--- src/sv/sfq_pkg.sv ---
package sfq_pkg;

    // Default geometry
    localparam int DEPTH_DEF      = 16;
    localparam int VALUE_BITS_DEF = 31;

    // Fixed field widths
    localparam int FUNC_W  = 2;
    localparam int VALUE_W = 31;
    localparam int STAT_W  = 2;
    localparam int OCC_W   = 5;

    // Operation codes
    localparam logic [FUNC_W-1:0] FUNC_PUSH   = 2'd0;
    localparam logic [FUNC_W-1:0] FUNC_POP    = 2'd1;
    localparam logic [FUNC_W-1:0] FUNC_FIND   = 2'd2;
    localparam logic [FUNC_W-1:0] FUNC_REMOVE = 2'd3;

    // Status codes
    localparam logic [STAT_W-1:0] ST_OK    = 2'd0;
    localparam logic [STAT_W-1:0] ST_EMPTY = 2'd1;
    localparam logic [STAT_W-1:0] ST_FULL  = 2'd2;

    // Microprogram addresses
    typedef logic [3:0] step_t;

    localparam step_t S_IDLE      = 4'd0;
    localparam step_t S_DISP      = 4'd1;
    localparam step_t S_PUSH_CHK  = 4'd2;
    localparam step_t S_PUSH_WR   = 4'd3;
    localparam step_t S_PUSH_FULL = 4'd4;
    localparam step_t S_POP_CHK   = 4'd5;
    localparam step_t S_POP_LD    = 4'd6;
    localparam step_t S_POP_EMPTY = 4'd7;
    localparam step_t S_SCAN_RD   = 4'd8;
    localparam step_t S_SCAN_CMP  = 4'd9;
    localparam step_t S_SCAN_NEXT = 4'd10;
    localparam step_t S_FOUND     = 4'd11;
    localparam step_t S_SH_RD     = 4'd12;
    localparam step_t S_SH_WR     = 4'd13;
    localparam step_t S_SH_FIN    = 4'd14;
    localparam step_t S_DONE      = 4'd15;

    // Branch conditions: jump when true, else take the next field (C_DISPATCH goes to the entry point of the operation)
    typedef enum logic [3:0] {
        C_ALWAYS,
        C_NO_INPUT,
        C_DISPATCH,
        C_FULL,
        C_EMPTY,
        C_PTR_END,
        C_MATCH,
        C_IS_FIND,
        C_SH_END,
        C_OUT_BUSY
    } cond_t;

    // One control word
    typedef struct packed {
        cond_t cond;
        step_t jump;
        step_t next;
        logic  ld_in;      // input transfer allowed, load operands
        logic  rd_ptr;     // read entry at ptr
        logic  rd_ptr1;    // read entry at ptr + 1
        logic  wr_tail;    // write operand at count
        logic  wr_shift;   // write read data at ptr
        logic  cnt_inc;
        logic  cnt_dec;
        logic  ptr_inc;
        logic  set_full;
        logic  set_empty;
        logic  set_found;
        logic  ld_result;
        logic  emit;       // load the output register
    } ctrl_t;

    // Datapath status seen by the sequencer
    typedef struct packed {
        logic              in_valid;
        logic              full;
        logic              empty;
        logic              ptr_end;
        logic              sh_end;
        logic              match;
        logic              is_find;
        logic              out_busy;
        logic [FUNC_W-1:0] func;
    } flags_t;

    // Control store
    function automatic ctrl_t ucode(step_t s);
        ctrl_t w;
        w      = '0;
        w.cond = C_ALWAYS;
        unique case (s)
            S_IDLE:
            begin
                w.ld_in = 1'b1;
                w.cond  = C_NO_INPUT;
                w.jump  = S_IDLE;
                w.next  = S_DISP;
            end
            S_DISP:
            begin
                w.cond = C_DISPATCH;
            end
            S_PUSH_CHK:
            begin
                w.cond = C_FULL;
                w.jump = S_PUSH_FULL;
                w.next = S_PUSH_WR;
            end
            S_PUSH_WR:
            begin
                w.wr_tail = 1'b1;
                w.cnt_inc = 1'b1;
                w.jump    = S_DONE;
            end
            S_PUSH_FULL:
            begin
                w.set_full = 1'b1;
                w.jump     = S_DONE;
            end
            S_POP_CHK:
            begin
                w.rd_ptr = 1'b1;
                w.cond   = C_EMPTY;
                w.jump   = S_POP_EMPTY;
                w.next   = S_POP_LD;
            end
            S_POP_LD:
            begin
                w.ld_result = 1'b1;
                w.jump      = S_SH_RD;
            end
            S_POP_EMPTY:
            begin
                w.set_empty = 1'b1;
                w.jump      = S_DONE;
            end
            S_SCAN_RD:
            begin
                w.rd_ptr = 1'b1;
                w.cond   = C_PTR_END;
                w.jump   = S_DONE;
                w.next   = S_SCAN_CMP;
            end
            S_SCAN_CMP:
            begin
                w.cond = C_MATCH;
                w.jump = S_FOUND;
                w.next = S_SCAN_NEXT;
            end
            S_SCAN_NEXT:
            begin
                w.ptr_inc = 1'b1;
                w.jump    = S_SCAN_RD;
            end
            S_FOUND:
            begin
                w.set_found = 1'b1;
                w.cond      = C_IS_FIND;
                w.jump      = S_DONE;
                w.next      = S_SH_RD;
            end
            S_SH_RD:
            begin
                w.rd_ptr1 = 1'b1;
                w.cond    = C_SH_END;
                w.jump    = S_SH_FIN;
                w.next    = S_SH_WR;
            end
            S_SH_WR:
            begin
                w.wr_shift = 1'b1;
                w.ptr_inc  = 1'b1;
                w.jump     = S_SH_RD;
            end
            S_SH_FIN:
            begin
                w.cnt_dec = 1'b1;
                w.jump    = S_DONE;
            end
            S_DONE:
            begin
                w.emit = 1'b1;
                w.cond = C_OUT_BUSY;
                w.jump = S_DONE;
                w.next = S_IDLE;
            end
            default:
            begin
                w.jump = S_IDLE;
            end
        endcase
        return w;
    endfunction

    // Entry point per operation
    function automatic step_t dispatch(logic [FUNC_W-1:0] f);
        step_t s;
        unique case (f)
            FUNC_PUSH:   s = S_PUSH_CHK;
            FUNC_POP:    s = S_POP_CHK;
            FUNC_FIND:   s = S_SCAN_RD;
            FUNC_REMOVE: s = S_SCAN_RD;
            default:     s = S_IDLE;
        endcase
        return s;
    endfunction

endpackage

--- src/sv/sfq_seq.sv ---
module sfq_seq
    import sfq_pkg::*;
(
    input  logic   clk,
    input  logic   rst_n,
    input  flags_t flags,
    output ctrl_t  ctrl
);

    step_t upc_reg;
    step_t upc_next;
    logic  take;

    // Current control word
    assign ctrl = ucode(upc_reg);

    // Branch condition select
    always_comb
    begin
        unique case (ctrl.cond)
            C_ALWAYS:   take = 1'b1;
            C_NO_INPUT: take = !flags.in_valid;
            C_DISPATCH: take = 1'b0;
            C_FULL:     take = flags.full;
            C_EMPTY:    take = flags.empty;
            C_PTR_END:  take = flags.ptr_end;
            C_MATCH:    take = flags.match;
            C_IS_FIND:  take = flags.is_find;
            C_SH_END:   take = flags.sh_end;
            C_OUT_BUSY: take = flags.out_busy;
            default:    take = 1'b1;
        endcase
    end

    // Next address
    always_comb
    begin
        if (ctrl.cond == C_DISPATCH)
        begin
            upc_next = dispatch(flags.func);
        end
        else if (take)
        begin
            upc_next = ctrl.jump;
        end
        else
        begin
            upc_next = ctrl.next;
        end
    end

    // Step counter
    always_ff @(posedge clk or negedge rst_n)
    begin
        if (!rst_n)
        begin
            upc_reg <= S_IDLE;
        end
        else
        begin
            upc_reg <= upc_next;
        end
    end

endmodule

--- src/sv/searchable_fifo_queue_unit.sv ---
// Searchable FIFO queue of descriptor numbers.
// Input channel (in_valid/in_ready, func, value): one transfer is one
// operation: push, pop, find, or remove the first entry equal to value.
// Output channel (out_valid/out_ready, result_value, found, status,
// occupancy): exactly one result transfer per operation, in order.
// Control is a 16-step microprogram; the entry store has one write and one
// registered read port, so the scan and the gap-closing shift work through
// the entries one at a time.
// The longest operation is a remove of the tail entry of a full queue.
// in_ready is high only between operations (one item at a time); it returns
// in the cycle after the result loads.
// The result sits in an output register; while the receiver stalls, the
// block finishes the next operation and holds in its last step until the
// output register frees.
// Reset empties the queue (count to zero) and drops any pending result;
// entry contents are not cleared; unwritten entries may be read but never used.
module searchable_fifo_queue_unit
    import sfq_pkg::*;
#(
    parameter int DEPTH      = DEPTH_DEF,
    parameter int VALUE_BITS = VALUE_BITS_DEF
)
(
    input  logic               clk,
    input  logic               rst_n,
    input  logic               in_valid,
    output logic               in_ready,
    input  logic [FUNC_W-1:0]  func,
    input  logic [VALUE_W-1:0] value,
    output logic               out_valid,
    input  logic               out_ready,
    output logic [VALUE_W-1:0] result_value,
    output logic               found,
    output logic [STAT_W-1:0]  status,
    output logic [OCC_W-1:0]   occupancy
);

    localparam int AW    = (DEPTH > 1) ? $clog2(DEPTH) : 1;
    localparam int CNT_W = $clog2(DEPTH + 1);

    ctrl_t  ctrl;
    flags_t flags;

    logic [FUNC_W-1:0]     func_reg;
    logic [VALUE_BITS-1:0] value_reg;
    logic [CNT_W-1:0]      count_reg;
    logic [CNT_W-1:0]      ptr_reg;
    logic [VALUE_BITS-1:0] rdata_reg;
    logic [VALUE_BITS-1:0] res_reg;
    logic                  fnd_reg;
    logic [STAT_W-1:0]     st_reg;

    logic                  out_valid_reg;
    logic [VALUE_W-1:0]    result_value_reg;
    logic                  found_reg;
    logic [STAT_W-1:0]     status_reg;
    logic [OCC_W-1:0]      occupancy_reg;

    logic [VALUE_BITS-1:0] mem [DEPTH];

    logic                  in_xfer;
    logic                  out_load;
    logic [31:0]           value_ext;
    logic [31:0]           res_ext;
    logic [31:0]           cnt_ext;
    logic [CNT_W:0]        ptr1;
    logic [CNT_W-1:0]      rd_idx;
    logic                  mem_we;
    logic [AW-1:0]         wr_addr;
    logic [VALUE_BITS-1:0] wr_data;

    sfq_seq u_seq
    (
        .clk   (clk),
        .rst_n (rst_n),
        .flags (flags),
        .ctrl  (ctrl)
    );

    // Handshake and width adaption
    assign in_ready  = ctrl.ld_in;
    assign in_xfer   = in_valid && ctrl.ld_in;
    assign out_load  = ctrl.emit && (!out_valid_reg || out_ready);
    assign value_ext = 32'(value);
    assign res_ext   = 32'(res_reg);
    assign cnt_ext   = 32'(count_reg);
    assign ptr1      = {1'b0, ptr_reg} + (CNT_W + 1)'(1);

    // Status to the sequencer
    always_comb
    begin
        flags.in_valid = in_valid;
        flags.full     = (count_reg == CNT_W'(DEPTH));
        flags.empty    = (count_reg == '0);
        flags.ptr_end  = (ptr_reg >= count_reg);
        flags.sh_end   = (ptr1 >= {1'b0, count_reg});
        flags.match    = (rdata_reg == value_reg);
        flags.is_find  = (func_reg == FUNC_FIND);
        flags.out_busy = out_valid_reg && !out_ready;
        flags.func     = func_reg;
    end

    // Store addressing
    assign rd_idx  = ctrl.rd_ptr1 ? ptr1[CNT_W-1:0] : ptr_reg;
    assign mem_we  = ctrl.wr_tail || ctrl.wr_shift;
    assign wr_addr = ctrl.wr_tail ? count_reg[AW-1:0] : ptr_reg[AW-1:0];
    assign wr_data = ctrl.wr_tail ? value_reg : rdata_reg;

    // Entry store: one write, one registered read
    always_ff @(posedge clk)
    begin
        if (mem_we)
        begin
            mem[wr_addr] <= wr_data;
        end
        if (ctrl.rd_ptr || ctrl.rd_ptr1)
        begin
            rdata_reg <= mem[rd_idx[AW-1:0]];
        end
    end

    // Operand and working registers
    always_ff @(posedge clk)
    begin
        if (in_xfer)
        begin
            func_reg  <= func;
            value_reg <= value_ext[VALUE_BITS-1:0];
        end
    end

    always_ff @(posedge clk or negedge rst_n)
    begin
        if (!rst_n)
        begin
            count_reg <= '0;
            ptr_reg   <= '0;
            res_reg   <= '0;
            fnd_reg   <= 1'b0;
            st_reg    <= ST_OK;
        end
        else
        begin
            if (in_xfer)
            begin
                ptr_reg <= '0;
                res_reg <= '0;
                fnd_reg <= 1'b0;
                st_reg  <= ST_OK;
            end
            else if (ctrl.ptr_inc)
            begin
                ptr_reg <= ptr_reg + CNT_W'(1);
            end
            if (ctrl.cnt_inc)
            begin
                count_reg <= count_reg + CNT_W'(1);
            end
            else if (ctrl.cnt_dec)
            begin
                count_reg <= count_reg - CNT_W'(1);
            end
            if (ctrl.ld_result)
            begin
                res_reg <= rdata_reg;
            end
            if (ctrl.set_found)
            begin
                fnd_reg <= 1'b1;
            end
            if (ctrl.set_full)
            begin
                st_reg <= ST_FULL;
            end
            else if (ctrl.set_empty)
            begin
                st_reg <= ST_EMPTY;
            end
        end
    end

    // Output register
    always_ff @(posedge clk or negedge rst_n)
    begin
        if (!rst_n)
        begin
            out_valid_reg    <= 1'b0;
            result_value_reg <= '0;
            found_reg        <= 1'b0;
            status_reg       <= ST_OK;
            occupancy_reg    <= '0;
        end
        else if (out_load)
        begin
            out_valid_reg    <= 1'b1;
            result_value_reg <= res_ext[VALUE_W-1:0];
            found_reg        <= fnd_reg;
            status_reg       <= st_reg;
            occupancy_reg    <= cnt_ext[OCC_W-1:0];
        end
        else if (out_ready)
        begin
            out_valid_reg <= 1'b0;
        end
    end

    assign out_valid    = out_valid_reg;
    assign result_value = result_value_reg;
    assign found        = found_reg;
    assign status       = status_reg;
    assign occupancy    = occupancy_reg;

    // Checks
    a_count_range: assert property (@(posedge clk) disable iff (!rst_n)
        count_reg <= CNT_W'(DEPTH))
        else $error("count above depth");

    a_ptr_range: assert property (@(posedge clk) disable iff (!rst_n)
        ptr_reg <= count_reg)
        else $error("pointer past count");

    a_inc_room: assert property (@(posedge clk) disable iff (!rst_n)
        ctrl.cnt_inc |-> !flags.full)
        else $error("push into full store");

    a_dec_nonempty: assert property (@(posedge clk) disable iff (!rst_n)
        ctrl.cnt_dec |-> !flags.empty)
        else $error("removal from empty store");

    a_full_status: assert property (@(posedge clk) disable iff (!rst_n)
        (out_load && st_reg == ST_FULL) |=> (occupancy == OCC_W'(cnt_ext)))
        else $error("full status with changed count");

endmodule

--- config.mk ---
export PLATFORM = sky130hd
export DESIGN_NAME = searchable_fifo_queue_unit
export DESIGN_NICKNAME = d
export VERILOG_FILES = /design/src/sv/sfq_pkg.sv /design/src/sv/sfq_seq.sv /design/src/sv/searchable_fifo_queue_unit.sv
export SDC_FILE = /design/constraint.sdc
export NUM_CORES = 1
export LEC_CHECK = 0
export BUFFER_PORTS_ARGS = -buffer_cell sky130_fd_sc_hd__buf_2
export CORE_MARGIN = 10
export CORE_UTILIZATION = 25
export CTS_CLUSTER_SIZE = 14
export DETAILED_ROUTE_END_ITERATION = 7
export GPL_TIMING_DRIVEN = 0
export SLEW_MARGIN = 5
export SYNTH_ARGS = -nofsm -noshare
export SYNTH_HDL_FRONTEND = slang
export SYNTH_SLANG_ARGS = --single-unit
--- constraint.sdc ---
create_clock -name clk -period 4.57 [get_ports clk]
set_input_delay 0.2285 -clock clk [delete_from_list [all_inputs] [get_ports clk]]
set_output_delay 0.2285 -clock clk [all_outputs]
set_load 0.005 [all_outputs]
After elaboration in Yosys (flattened, before gate mapping)
Memory sizes are Yosys's and may differ from the RTL's. A register that Yosys moved wholly into a read port is not among the register bits.
Cells that the tools add are included.
{"block": "classes", "add_sub_neg": 4, "n_lt_le_gt_ge": 2, "eq_ne": 29, "muxes": 37, "n_reduce_logical": 23}
{"operator": "two-way mux 31 bit", "count": 3}
{"operator": "one-hot mux 4 bit (7 select lines)", "count": 2}
{"operator": "equality test 4 bit (second input constant)", "count": 10}
{"operator": "one-hot mux 4 bit (9 select lines)", "count": 1}
{"operator": "equality test 4 x 3 -> 1 bit (second input constant)", "count": 8}
{"operator": "equality test 31 bit", "count": 1}
{"operator": "two-way mux 5 bit", "count": 4}
{"operator": "two-way mux 1 bit", "count": 18}
{"operator": "equality test 4 x 2 -> 1 bit (second input constant)", "count": 4}
{"operator": "two-way mux 4 bit", "count": 4}
{"operator": "one-hot mux 4 bit (3 select lines)", "count": 1}
{"operator": "adder 5 x 1 -> 5 bit (second input constant)", "count": 2}
{"operator": "nonzero test 2 bit", "count": 5}
{"operator": "one-hot mux 1 bit (9 select lines)", "count": 1}
{"operator": "equality test 4 x 1 -> 1 bit (second input constant)", "count": 2}
{"operator": "OR reduction 2 bit", "count": 4}
{"operator": "OR reduction 7 bit", "count": 1}
{"operator": "adder 5 x 1 -> 6 bit (second input constant)", "count": 1}
{"operator": "greater-or-equal comparator 6 x 5 -> 1 bit", "count": 1}
{"operator": "two-way mux 2 bit", "count": 3}
{"operator": "equality test 5 bit (second input constant)", "count": 1}
{"operator": "greater-or-equal comparator 5 bit", "count": 1}
{"operator": "logical NOT 5 bit", "count": 1}
{"operator": "subtractor 5 x 1 -> 5 bit (second input constant)", "count": 1}
{"operator": "other kinds (8)", "count": 15}
{"block": "totals", "register_bits": 121, "ram_bits": 496, "in_bits": 37, "mem_count": 1}
{"memory": "mem", "depth": 16, "width": 31, "read_ports": 1, "rd_clocked_by_memory_dff": 1, "write_ports": 1, "line": "searchable_fifo_queue_unit.sv:59", "rtl": "logic [VALUE_BITS-1:0] mem [DEPTH];"}

Longest topological paths before layout
{"block": "depth", "word_depth": 6, "depth_mapped": 11, "mapped_depth_nobuf": 9}

By module
From an unflattened synthesis, not the netlist that was laid out.
{"block": "unflattened", "hier_cells": 1910, "area_unflattened_um2": 28090.7}
{"mod": "searchable_fifo_queue_unit", "instances": 1, "cells_per_inst": 1812, "area_each_um2": 27421.3, "seq_area_each_um2": 18918.1}
{"mod": "sfq_seq", "instances": 1, "cells_per_inst": 98, "area_each_um2": 669.4, "seq_area_each_um2": 100.1}

Least setup slack after synthesis
Ideal clock, no wire load.
{"block": "synth_timing", "kind": "register -> register", "startpoint": "reg u_seq.upc_reg[3]", "endpoint": "mem mem[0][0] (netlist name) (enable)", "setup_time_ns": 0.419, "arrival_ns": 2.980, "path_slack_ns": 1.171, "stages_incl_launch_ff": 9, "n_path_buf": 4, "period_less_slack_ns": 3.399, "cell_sequence": "dfrtp_1 > clkbuf_1 > or2_2 > clkbuf_1 > nor2_1 > buf_2 > buf_2 > a31oi_1 > nor2_1"}
{"block": "synth_between", "elab_chain_len": 5}
{"element": "start: declaration", "line": "sfq_seq.sv:10", "rtl": "step_t upc_reg;"}
{"element": "start signal: assignment", "line": "sfq_seq.sv:61", "rtl": "upc_reg <= upc_next;"}
{"element": "equality test 4 x 2 -> 1 bit or equality test 4 bit (tied branches)", "line": "sfq_pkg.sv:96", "rtl": "unique case (s)"}
{"element": "two-way mux 1 bit", "line": "sfq_pkg.sv:96"}
{"element": "logical OR 1 bit", "line": "searchable_fifo_queue_unit.sv:105", "rtl": "assign mem_we = ctrl.wr_tail || ctrl.wr_shift;"}
{"element": "two-way mux 1 bit", "line": "searchable_fifo_queue_unit.sv:112", "rtl": "if (mem_we)"}
{"element": "two-way mux 1 bit (implied by the code)", "line": "searchable_fifo_queue_unit.sv:114", "rtl": "mem[wr_addr] <= wr_data;"}
{"element": "end: declaration", "line": "searchable_fifo_queue_unit.sv:59"}
Parallel ways exist; a longest one is shown, timed or not.

Worst setup path after layout
{"block": "layout_timing", "startpoint": "reg u_seq.upc_reg[3]", "endpoint": "mem mem[8][6] (netlist name) (enable)"}
Same word-level chain as after synthesis.

==> results by group <==
Outcome
  • Outcome: completed

Synthesis
  • Syn nets: ~1,400
  • Cells after Synth: ~1,300
  • Area share of the largest cell type after synthesis: 65.8%
  • Mapped cell area: about 0.026 mm²
  • Synth Area in Adders: 0.764%
  • Post-synth EDFFs: between 500 and 600
  • Register bit count reported by yosys: between 600 and 700
  • Count of cell types in the netlist: between 50 and 60
  • Largest family of logic cells by synthesized area: multiplexers
  • Synth area leaders: edfxtp_1 (66%), mux4_2 (11%), dfrtp_1 (8.6%), mux2_2 (3.1%), a22oi_1 (1.8%)
  • Yosys warning count: 0
  • Post-synth ARST share: between 10 and 15%
  • Seq/Total Area, Yosys: 74.4%
  • Cell with the most instances after synthesis: edfxtp_1
  • Mean Syn Cell Area: between 15 and 20 µm²
  • Simple-gate area share of the yosys netlist: under 10%
  • Ys flop type: edfxtp_1
  • Synth cell count leaders: edfxtp_1 (560), mux4_2 (124), nand2_1 (109)
  • Compound-cell area share of the yosys netlist: under 10%
  • Area leader, netlist: edfxtp_1
  • Xor-xnor portion of the synthesized cell area: roughly 1.6%
  • Mux share of post-synthesis cell area: about 14%

Timing
  • Max Freq: about 0.27 GHz
  • Post-route clock period utilization: ~82%
  • Clk_skew: 0.0520 ns
  • Hold Slack: around 0.16 ns
  • Final setup violation count: 0
  • Final setup TNS: 0 ns
  • Tmin final: between 3 and 4 ns
  • Slew @ Worst Pin: between 1 and 1.5 ns
  • Final Hold Fails: 0
  • Relative slew slack: 25.9%
  • RSZ-0062 raised after global routing: false
  • Max Transition Viols Final: 0

Clock network
  • Post-CTS Setup Bufs: 0
  • CTS H-tree depth: 2
  • Root Driver: clkbuf_16
  • CTS tree: yes
  • Number of clock sinks: around 650
  • CTS resizes: 0
  • Hold_buf cts: 36
  • Worst-skew pair later-pin latency: 0.66 ns
  • Total CTS buffers: just over 60
  • Worst-path clk slew: about 0.060 ns
  • Longest Clk Path Bufs: 3

Cells and area
  • Register with the most flip-flops: mem
  • Diodes inserted: 0
  • Synth-to-layout area growth: 19.5%
  • Layout Cells excl Fill: a little under 3,000
  • Layout cells sized above 1: roughly 28%
  • Flip-flop count of the largest register after layout: 496
  • Layout net count: around 1,600

Pwr
  • P per Cell Area: between 600 and 700 mW/mm²
  • Comb pwr share: between 30% and 40%
  • Lkg Pwr: 10.2 nW
  • Sw Share: between 30% and 40%
  • Pint: around 13 mW
  • Clk pwr share: between 20% and 30%
  • P_sw: between 6 and 7 mW
  • Total Power: 19.9 mW
  • Max VDD drop: roughly 340 µV
  • Reg power frac: between 40% and 50%

Floorplanning
  • Initial Utilization: about a quarter
  • I/O pins: between 70 and 80
  • Rows: 117
  • DIE WIDTH: around 340 µm
  • Die area: about 0.12 mm²
  • Core area: ~0.1 mm²
  • Die height: ~340 µm

Job
  • Max-Cap Viols: 0

Global routing
  • GRT Residual Overflow: 0
  • Largest net degree at the start of global routing: 47
  • Vias in the first global route: roughly 14,000
  • GR Util All Layers: between 10% and 20%
  • First-pass GRT wire length: around 95,000 µm
  • Initial antenna violation count: 1

Worst setup path
  • CP endpoint kind: register
  • Crit path required time: between 4 and 5 ns
  • Crit-path leading delay family: simple AND/OR/NAND/NOR gates
  • Arr. time, crit path: slightly above 4 ns
  • CP max FO: 16
  • Critical Path Stages: 9
  • Worst reg2reg path depth: 9
  • Buffers plus inverters on the worst setup path: 4
  • Reg2Reg Setup Slack: 0.84 ns
  • Crit-path max cell delay: between 0.8 and 0.9 ns
  • Slowest CP cell: nor2_4
  • RR Endpoint: mem[8][6]
  • End point of the critical path: mem[8][6]
  • WS Path Type: register to register
  • FF-to-FF Start: u_seq.upc_reg[3]
  • Worst Setup SP: u_seq.upc_reg[3]
  • Most common cell on crit path: clkbuf_1
  • Worst-path cell chain: clkbuf_1 -> or2_2 -> clkbuf_1 -> nor2_1 -> inv_1 -> a21oi_1 -> o211ai_1 -> nor2_4 -> buf_16
  • Setup crit start kind: register

Placed design
  • # placed instances: 2,807
  • Gpl congestion: 0.812
  • HPWL reported at the end of detailed placement: around 44,000 µm
  • Port-buffer cells: 77

Routing
  • First-pass iteration count of the detailed router: 6
  • Final wirelength: 64,900 µm
  • ANT nets after route: 0
  • WL per Instance: about 22 µm
  • Vias per cell: between 4 and 5
  • DR vias: roughly 13,000
  • DR iter-0 viols: roughly 1,400
  • Drt drc: 0

Hold path
  • HP Class: input pin to async pin
[routing by layer]
layer	global-route usage, %	vias to the layer above	wire (µm)
met4	2.18	0	872
met1	15.6	7015	29300
met3	3.08	68	5790
li1	-	5759	-
met5	0	-	0
met2	16.4	528	28900
[kinds of logic (layout without fill, tap and decap cells)]
| logic type | Yosys count | after routing |
|---|---|---|
| DFF | 648 | 648 |
| and+or+nand+nor | 241 | 241 |
| muxes | 200 | 200 |
| AOI/OAI and AO/OA | 116 | 116 |
| buffers and inverters | 77 | 321 |
| xor gates and xnor gates | 46 | 46 |
| adders and majority gates | 15 | 15 |
[power groups by stage]
| stage | combinational [mW] | sequential, mW | clock [mW] |
|---|---|---|---|
| 4_1_cts | 6.37 | 8.57 | 5.10 |
| 3_5_place_dp | 6.32 | 8.69 | 0 |
| 5_1_grt | 6.83 | 8.66 | 5.35 |
| 3_3_place_gp | 6.05 | 8.70 | 0 |
| 2_1_floorplan | 4.27 | 8.45 | 0 |
| 6_report | 6.28 | 8.58 | 4.99 |
[cell usage in the layout (no fill, tap or decap), types with 6 or more instances in the layout]
cell           netlist  routed
nor2_1              43      27
nor2b_1              6       6
nor3_1              10       9
nand4_1             10      10
a22oi_1             62      62
inv_1               10       9
mux2_2              71      71
nand3_1             36      36
buf_6                7       7
dlygate4sd3_1        0      36
edfxtp_1           560     560
clkbuf_16            0      61
xnor2_1             39      39
buf_2               21      97
dfrtp_1             88      88
a21oi_1             12      11
o21ai_0             12      12
ha_1                14      14
buf_12               0      17
clkbuf_1            34      42
nor2_4               0      16
nand2b_1             6       6
clkinv_1             0      14
mux4_2             124     124
nand2_1            109     109
xor2_1               6       6
clkinv_2             0      12
[worst register-to-register path, delay by kind of cell, from the launching register on]
| kind | cells | cell delay [ns] |
|---|---|---|
| AND/OR/NAND/NOR | 3 | 1.39 |
| AO/OA/AOI/OAI | 2 | 0.76 |
| buffers and inverters | 4 | 0.86 |
| flip-flops | 1 | 0.41 |
[final cells by class]
type                    instances  area [µm²]
fillers                      9956       71100
flip-flops and latches        648       19000
multi-input cells             618        6290
well taps                    1368        1710
clock buffers                  71        1580
repair buffers                132        1140
clock inverters                41         395
plain buffers                  67         334
inverters                      10        37.5
[stage by stage]
step	area, µm²	util, %	setup WS, ns
floorplan	25500	-	1.17
global placement	27600	27.2	-0.942
detailed placement	28200	27.7	1.03
CTS	30500	30.0	0.988
global route	30500	30.0	0.645
finish	30500	30.0	0.845
[how the worst min path moves through the flow]
stage,cells after the start,slack [ns],startpoint,endpoint
2_1_floorplan,0,-0.07,rst_n,count_reg[0]
6_report,2,0.16,rst_n,result_value[27]
5_1_grt,2,0.21,rst_n,result_value[27]
3_3_place_gp,1,0.41,value[26],value_reg[26]
4_1_cts,2,0.13,rst_n,result_value[27]
3_5_place_dp,1,0.26,rst_n,result_value[27]
(Power assumes the default switching activity.)
